===== src/hdl/bse_pkg.sv =====
// Package for the bubble sort engine: set size, derived widths and the element type.
// Has no dependencies. It is used by bubble_sort_engine_core.
`default_nettype none

package bse_pkg;

	// Largest number of elements kept in one set.
	localparam int SIZE = 16;

	// Width of an index into the element store.
	localparam int IDX_W = (SIZE > 1) ? $clog2(SIZE) : 1;

	// Width of the fill count, which must be able to hold SIZE itself.
	localparam int CNT_W = $clog2(SIZE + 1);

	typedef logic signed [15:0] value_t;
	typedef logic [IDX_W-1:0] idx_t;
	typedef logic [CNT_W-1:0] cnt_t;

endpackage

`default_nettype wire


===== src/hdl/bubble_sort_engine_core.sv =====
// Top level of the bubble sort engine: element store, pass sequencer and output register.
// Depends on bse_pkg for the set size, the index widths and the element type.
//
// Usage. The input channel (in_valid, in_stall, value, is_last) takes one element per item.
// Elements are kept in arrival order until an item with is_last set arrives; up to SIZE are
// kept and any further elements of the same set are dropped, although an is_last flag on a
// dropped item still closes the set. While a set loads, in_stall is low and an item is taken
// in every cycle. Once the set is closed, in_stall stays high until the last sorted item has
// been handed to the output register.
// The sort is a bubble sort built around one signed comparator and a single-port-read,
// single-port-write element store. A pass streams the store once: a carry register holds the
// largest value seen so far, and each cycle the smaller of the carry and the element just
// read is written one place to the left. Sorting stops after the first pass without a swap
// or after the pass over the first two elements.
// The output channel (out_valid, out_stall, sorted_value, end_of_set) then presents the set
// in ascending order, one item at a time (a store read in EMIT_FETCH, then a register load
// in EMIT_LOAD), with end_of_set high on the final item. When the receiver stalls, the output
// register holds its item unchanged and the sequencer waits. The output register may still
// hold the final item while the next set is already loading.
// An asynchronous reset (arst_n low) empties the set and clears out_valid; the store content
// is left as it was, since only entries written in the current set are ever read.
`default_nettype none

module bubble_sort_engine_core (
	input  wire             clk,
	input  wire             arst_n,
	input  wire             in_valid,
	output logic            in_stall,
	input  bse_pkg::value_t value,
	input  wire             is_last,
	output logic            out_valid,
	input  wire             out_stall,
	output bse_pkg::value_t sorted_value,
	output logic            end_of_set
);

	import bse_pkg::*;

	// Sequencer states. SORT_FIRST takes the first element of a pass into the carry,
	// SORT_CMP compares the carry with the next element, SORT_TAIL writes the carry at
	// the end of the pass. EMIT_FETCH and EMIT_LOAD move one element to the output.
	typedef enum logic [2:0] {
		LOAD,
		SORT_FIRST,
		SORT_CMP,
		SORT_TAIL,
		EMIT_FETCH,
		EMIT_LOAD
	} state_t;

	state_t state_q;
	cnt_t   count_q;
	idx_t   last_idx_q;
	idx_t   limit_q;
	idx_t   pos_q;
	idx_t   out_idx_q;
	value_t carry_q;
	logic   swapped_q;
	value_t rd_data_q;
	logic   out_valid_q;
	value_t sorted_value_q;
	logic   end_of_set_q;

	value_t store_q [SIZE];

	logic   in_accept;
	logic   has_room;
	cnt_t   set_count;
	idx_t   rd_addr;
	logic   wr_en;
	idx_t   wr_addr;
	value_t wr_data;
	logic   carry_gt;
	logic   out_free;

	assign in_stall     = (state_q != LOAD);
	assign in_accept    = in_valid && !in_stall;
	assign has_room     = (count_q < CNT_W'(SIZE));
	assign set_count    = has_room ? count_q + CNT_W'(1) : count_q;
	assign carry_gt     = (carry_q > rd_data_q);
	assign out_free     = !out_valid_q || !out_stall;
	assign out_valid    = out_valid_q;
	assign sorted_value = sorted_value_q;
	assign end_of_set   = end_of_set_q;

	// Read address of the store for the next cycle.
	always_comb begin
		case (state_q)
			SORT_FIRST: rd_addr = idx_t'(1);
			SORT_CMP:   rd_addr = pos_q + idx_t'(1);
			EMIT_FETCH: rd_addr = out_idx_q;
			EMIT_LOAD:  rd_addr = out_idx_q;
			default:    rd_addr = '0;
		endcase
	end

	// Write port: loading, the left shift of the smaller value, and the carry at a pass end.
	always_comb begin
		wr_en   = 1'b0;
		wr_addr = count_q[IDX_W-1:0];
		wr_data = value;
		case (state_q)
			LOAD: begin
				wr_en = in_accept && has_room;
			end
			SORT_CMP: begin
				wr_en   = 1'b1;
				wr_addr = pos_q - idx_t'(1);
				wr_data = carry_gt ? rd_data_q : carry_q;
			end
			SORT_TAIL: begin
				wr_en   = 1'b1;
				wr_addr = limit_q;
				wr_data = carry_q;
			end
			default: begin
				wr_en = 1'b0;
			end
		endcase
	end

	always_ff @(posedge clk) begin
		if (wr_en) begin
			store_q[wr_addr] <= wr_data;
		end
		rd_data_q <= store_q[rd_addr];
	end

	always_ff @(posedge clk or negedge arst_n) begin
		if (!arst_n) begin
			state_q     <= LOAD;
			count_q     <= '0;
			out_valid_q <= 1'b0;
		end else begin
			// The output register fills from EMIT_LOAD and empties once its item is taken.
			if (state_q == EMIT_LOAD && out_free) begin
				out_valid_q <= 1'b1;
			end else if (!out_stall) begin
				out_valid_q <= 1'b0;
			end
			case (state_q)
				LOAD: begin
					if (in_accept) begin
						count_q <= set_count;
						if (is_last) begin
							last_idx_q <= idx_t'(set_count - CNT_W'(1));
							limit_q    <= idx_t'(set_count - CNT_W'(1));
							swapped_q  <= 1'b0;
							out_idx_q  <= '0;
							// A single element needs no pass.
							if (set_count == CNT_W'(1)) begin
								state_q <= EMIT_FETCH;
							end else begin
								state_q <= SORT_FIRST;
							end
						end
					end
				end
				SORT_FIRST: begin
					carry_q <= rd_data_q;
					pos_q   <= idx_t'(1);
					state_q <= SORT_CMP;
				end
				SORT_CMP: begin
					if (carry_gt) begin
						swapped_q <= 1'b1;
					end else begin
						carry_q <= rd_data_q;
					end
					if (pos_q == limit_q) begin
						state_q <= SORT_TAIL;
					end else begin
						pos_q <= pos_q + idx_t'(1);
					end
				end
				SORT_TAIL: begin
					swapped_q <= 1'b0;
					if (!swapped_q || limit_q == idx_t'(1)) begin
						state_q <= EMIT_FETCH;
					end else begin
						limit_q <= limit_q - idx_t'(1);
						state_q <= SORT_FIRST;
					end
				end
				EMIT_FETCH: begin
					state_q <= EMIT_LOAD;
				end
				EMIT_LOAD: begin
					if (out_free) begin
						sorted_value_q <= rd_data_q;
						end_of_set_q   <= (out_idx_q == last_idx_q);
						if (out_idx_q == last_idx_q) begin
							count_q <= '0;
							state_q <= LOAD;
						end else begin
							out_idx_q <= out_idx_q + idx_t'(1);
							state_q   <= EMIT_FETCH;
						end
					end
				end
				default: begin
					state_q <= LOAD;
				end
			endcase
		end
	end

endmodule

`default_nettype wire


===== config.mk =====
export PLATFORM = sky130hd
export DESIGN_NAME = bubble_sort_engine_core
export DESIGN_NICKNAME = d
export VERILOG_FILES = /design/src/hdl/bse_pkg.sv /design/src/hdl/bubble_sort_engine_core.sv
export SDC_FILE = /design/constraint.sdc
export NUM_CORES = 1
export LEC_CHECK = 0
export BUFFER_PORTS_ARGS = -buffer_cell sky130_fd_sc_hd__buf_2
export CAP_MARGIN = 20
export CORE_MARGIN = 2
export CORE_UTILIZATION = 60
export CTS_CLUSTER_DIAMETER = 40
export DETAILED_ROUTE_END_ITERATION = 8
export PLACE_DENSITY = 0.78
export SLEW_MARGIN = 20
export SYNTH_ARGS = -nofsm -noshare
export SYNTH_HDL_FRONTEND = slang
export SYNTH_SLANG_ARGS = --single-unit

===== constraint.sdc =====
create_clock -name clk -period 4.2 [get_ports clk]
set_input_delay 0.21 -clock clk [delete_from_list [all_inputs] [get_ports clk]]
set_output_delay 0.21 -clock clk [all_outputs]
set_load 0.02 [all_outputs]

Word-level counts from Yosys, hierarchy flattened
Memories as Yosys holds them, arrays and structs flattened. A register that Yosys moved wholly into a read port is not among the register bits.
Cells that the tools add are included.
{"block": "totals", "mem_count": 1, "out_inout_bits": 19, "elab_cells": 105, "reg_bits": 59, "ram_bits": 256}
{"block": "classes", "order_cmp": 2, "reduce_logical": 26, "mux": 39, "n_eq_ne": 20, "addsub": 6}
{"memory": "store_q", "depth": 16, "width": 16, "read_ports": 1, "rd_clocked_by_memory_dff": 1, "wr": 1, "line": "bubble_sort_engine_core.sv:64", "text": "value_t store_q [SIZE];"}
{"cell": "one-hot mux 16 bit (2 select lines)", "n": 2}
{"cell": "two-way mux 16 bit", "n": 2}
{"cell": "two-way mux 4 bit", "n": 8}
{"cell": "one-hot mux 4 bit (2 select lines)", "n": 4}
{"cell": "two-way mux 3 bit", "n": 7}
{"cell": "two-way mux 5 bit", "n": 4}
{"cell": "!= test 2 bit, second input constant", "n": 9}
{"cell": "one-hot mux 3 bit (6 select lines)", "n": 1}
{"cell": "greater-than comparator 16 bit", "n": 1}
{"cell": "one-hot mux 4 bit (3 select lines)", "n": 1}
{"cell": "AND reduction 4 bit", "n": 3}
{"cell": "subtractor 4 x 1 -> 4 bit, second input constant", "n": 3}
{"cell": "one-hot mux 5 bit (2 select lines)", "n": 1}
{"cell": "AND reduction 5 bit", "n": 2}
{"cell": "AND reduction 3 bit", "n": 3}
{"cell": "adder 4 x 1 -> 4 bit, second input constant", "n": 2}
{"cell": "== test 4 bit", "n": 2}
{"cell": "two-way mux 1 bit", "n": 7}
{"cell": "== test 3 x 2 -> 1 bit, second input constant", "n": 2}
{"cell": "== test 3 bit, second input constant", "n": 2}
{"cell": "AND reduction 6 bit", "n": 1}
{"cell": "nonzero test 2 bit", "n": 3}
{"cell": "nonzero test 3 bit", "n": 2}
{"cell": "adder 5 x 1 -> 5 bit, second input constant", "n": 1}
{"cell": "other kinds (12)", "n": 20}

Depth between registers and ports, before layout
{"block": "logic_depth", "depth_word": 7, "ltp_mapped": 11}

Least setup slack after synthesis
Ideal clock, no wire load.
{"block": "synth_path", "kind": "reg-to-reg", "start": "register state_q[2]", "end": "memory store_q[15][0] (netlist bit), enable pin", "period_less_slack_ns": 3.366, "t_required_ns": 3.791, "stages_incl_launch_ff": 7, "arrival_ns": 2.956, "n_path_buf": 1, "setup_slack_ns": 0.834, "cell_sequence": "dfrtp_1 -> clkbuf_1 -> nor3_1 -> nand2_1 -> o21ai_0 -> or3b_2 -> nor3_1"}
{"block": "synth_between", "elab_chain_len": 7, "elab_cells_between_ends": 12}
{"item": "from (decl)", "line": "bubble_sort_engine_core.sv:51", "text": "state_t state_q;"}
{"item": "from (signal assigned)", "line": "bubble_sort_engine_core.sv:131", "text": "state_q <= LOAD;"}
{"item": "from (signal assigned)", "line": "bubble_sort_engine_core.sv:152", "text": "state_q <= EMIT_FETCH;"}
{"item": "from (signal assigned)", "line": "bubble_sort_engine_core.sv:154", "text": "state_q <= SORT_FIRST;"}
{"item": "nonzero test 3 bit", "line": "bubble_sort_engine_core.sv:76", "text": "assign in_stall = (state_q != LOAD);"}
{"item": "zero test 1 bit", "line": "bubble_sort_engine_core.sv:77", "text": "assign in_accept = in_valid && !in_stall;"}
{"item": "logical AND 1 bit", "line": "bubble_sort_engine_core.sv:77"}
{"item": "logical AND 1 bit", "line": "bubble_sort_engine_core.sv:104", "text": "wr_en = in_accept && has_room;"}
{"item": "one-hot mux 1 bit (2 select lines)", "line": "bubble_sort_engine_core.sv:102", "text": "case (state_q)"}
{"item": "two-way mux 1 bit", "line": "bubble_sort_engine_core.sv:123", "text": "if (wr_en) begin"}
{"item": "two-way mux 1 bit (implied by the code)", "line": "bubble_sort_engine_core.sv:124", "text": "store_q[wr_addr] <= wr_data;"}
{"item": "to (decl)", "line": "bubble_sort_engine_core.sv:64"}
Parallel ways exist; a longest one is shown, timed or not.

Final worst setup path
{"block": "layout_path", "start": "register rd_data_q[13], read port of store_q", "end": "memory store_q[11][3] (netlist bit) (data pin)"}
{"block": "layout_between", "elab_chain_len": 3}
{"item": "from (decl)", "line": "bubble_sort_engine_core.sv:59", "text": "value_t rd_data_q;"}
{"item": "greater-than comparator 16 bit", "line": "bubble_sort_engine_core.sv:80", "text": "assign carry_gt = (carry_q > rd_data_q);"}
{"item": "two-way mux 16 bit", "line": "bubble_sort_engine_core.sv:109", "text": "wr_data = carry_gt ? rd_data_q : carry_q;"}
{"item": "one-hot mux 16 bit (2 select lines)", "line": "bubble_sort_engine_core.sv:102"}
{"item": "named net wr_data[3]", "line": "bubble_sort_engine_core.sv:72", "text": "value_t wr_data;"}
The timed path passes the listed nets, and every way through them passes these cells.

==> impl_results.md <==
* Fraction of layout cells with a size suffix above 1 at 16.62%
* Yosys warning total at 0
* Fin crit period at 3.518 ns
* Worst-path clk slew at 0.05 ns
* Worst Path Arrival at 3.71 ns
* Synthesized net count at 1072
* Largest net degree at the start of global routing at 67
* CORE AREA at 23330 um^2
* Die ar. at 24880 um^2
* DP Worst Slack at 0.4281 ns
* Most used DFF post-synth: edfxtp_1
* Hold Path Class: in2reg
* Reg2reg setup slack at 0.68 ns
* Multiplexer share of the synthesized area at 6.838%
* Min-Delay Endpoint: count_q[0]
* Number of clock sinks at 331
* Synth area leader: edfxtp_1
* Final wirelength at 32.74 mm
* IO Pins at 40
* Top cells by area, synth: edfxtp_1 65%, mux2i_1 5.6%, nand2_1 4.2%
* Hold wc startpoint: in_valid
* Placed cell area at 14900 um^2
* IO buf count at 39
* Synth cell types at 58
* Area delta synth->final at 15.43%
* Cells after Synth at 1027
* Setup slack after layout at 0.6815 ns
* Reg2Reg Launch Point: rd_data_q[13]
* Seq/Total Area, Yosys at 68.64%
* Post-Synth Simple-Gate Area at 9.608%
* Critical Path Start Type: flop
* Vias/cell at 6.163
* Depth of the CTS H-tree at 2
* Synth cell count leaders: 306 x edfxtp_1, 158 x nand2_1, 80 x mux2i_1
* TritonRoute pass-1 iters at 5
* Hold path depth at 3
* Synthesized flop and latch total at 331
* Die Wd at 157.7 um
* RePlAce Congestion at 0.9014
* WHS at 0.07441 ns
* Period utilization at 83.77%
* Total Routing Usage GR at 26.44%
* Peak VDD IR at 0.4012 mV
* Post_cts resized at 0
* Die Y at 157.7 um
* Vias in the first global route at 8395
* Reg2reg path depth at 8
* Crit Path Category: reg2reg
* Fmax at 284.2 MHz
* Grt ovf at 0
* CP max FO at 17
* CTS max path bufs at 3
* Avg Synthesized Cell Area at 13.81 um^2
* Unrepaired setup endpoints after global routing: false
* Placement row count at 56
* WP data required at 4.39 ns
* Async set-reset flop share out of synthesis at 2.719%
* P_leak at 5.869 nW
* Count leader, synth: edfxtp_1
* Post-synthesis compound-gate area fraction at 8.620%
* Antenna violations before repair at 1
* Largest family of logic cells by synthesized area: simple AND/OR/NAND/NOR gates
* Final slew viol count at 0
* Final-report hold violation count at 0
* DRC violations left at 0
* Area share of fa/ha/maj cells after synthesis at 2.118%
* Clk Latency, worst-skew pair at 0.52 ns
* Worst rel slew slack at 24.08%
* Final Setup Violations at 0
* Xor and xnor area share after synthesis at 1.297%
* Clock Skews at 0.01659 ns
* Outcome: completed
* CTS tree: yes
* Power per cell area at 841.7 nW/um^2
* Via count at 8937
* Root buf cell: clkbuf_16
* Cts bufs inserted at 42
* Max-cap viol count at 0
* HPWL Detailed at 18.86 mm
* R2R Path End: store_q[11][3]
* Final instance area at 16370 um^2
* Worst-Margin Slew at 1.139 ns
* Diodes inserted at 0
* Synth top area share at 64.80%
* First-pass GRT wire length at 48.48 mm
* Cell area after synthesis at 14180 um^2
* Starting Density at 60.78%
* CP endpoint kind: flop
* Setup TNS at 0 ns
* EDFF count, synth at 306
* DRT antenna net count at 0
* Nets at 1143
* DRT iter0 DRCs at 997
* Wire per inst at 22.58 um
## logic make-up after synthesis
family / after synthesis
compound gates: 169
xor+xnor: 21
fa+ha+maj: 24
buf+inv: 84
flops: 331
mux: 95
simple gates: 303
## worst max-delay path, stage by stage (launching register included)
cell       delay [ns]
dfxtp_1          0.38
inv_1            0.08
ha_1             0.29
a21o_1           0.18
a21o_1           0.19
a2111oi_4        0.48
and4_1           0.66
o21ai_0          0.18
a31oi_2          0.74
## flip-flops by register name, summed over array words and instances (netlist names)
register	flops
last_idx_q	4
pos_q	4
store_q	256
out_idx_q	4
count_q	5
rd_data_q	16
carry_q	16
swapped_q	1
sorted_value	16
state_q	3
limit_q	4
end_of_set	1
out_valid	1
## metrics by stage
| stage | power [mW] | cells | utilization, % |
|---|---|---|---|
| after floorplan | 8.550 | 1027 | - |
| after global placement | 9.951 | 1370 | 63.80 |
| after detailed placement | 10.12 | 1371 | 63.86 |
| after CTS | 13.69 | 1450 | 69.97 |
| after global routing | 14.40 | 1450 | 70.16 |
| final | 13.78 | 1450 | 70.16 |
## report_power, final
part	internal, mW	total [mW]	switching (mW)
clock network	2.23	3.54	1.31
logic	1.67	4.93	3.26
registers	4.97	5.30	0.338
## worst max path at each step
stage	start	to	slack, ns
finish	rd_data_q[13]	store_q[11][3]	0.68
global route	rd_data_q[13]	store_q[10][5]	0.55
CTS	rd_data_q[13]	store_q[8][5]	0.37
detailed placement	carry_q[13]	store_q[13][5]	0.43
global placement	carry_q[13]	store_q[10][2]	0.60
floorplan	state_q[2]	store_q[15][0]	0.83
## placed cells by master, fill, tap and decap left out, types with 28 or more instances in the layout
cell	synthesis	layout
clkbuf_16	0	43
nand2_1	158	158
buf_2	19	39
nor2_1	51	46
and3_1	34	34
mux2i_1	80	80
buf_4	8	40
a31oi_1	49	41
edfxtp_1	306	306
o211ai_1	28	28
## final cells by class
class	count	area (um^2)
fill	1508	6963
clock inverter	21	271.5
timing repair buffer	85	595.6
tap	319	399.1
sequential	331	9734
inverter	26	100.1
multi-input combinational	612	4134
clock buffer	56	1135
## metal layers
layer	part of all wire, %	global-route usage [%]	up-vias
met5	0	0	-
met4	3.3	10.35	0
met3	11	5.338	74
met2	47	41.47	464
met1	39	36.73	4371
li1	-	-	4028
## timing repair
| action | in CTS | in global routing |
|---|---|---|
| hold buffers | 2 | 0 |
| endpoints found under the hold margin | 10 | 0 |
| buffers inserted | 0 | 0 |
(Power assumes the default switching activity.)
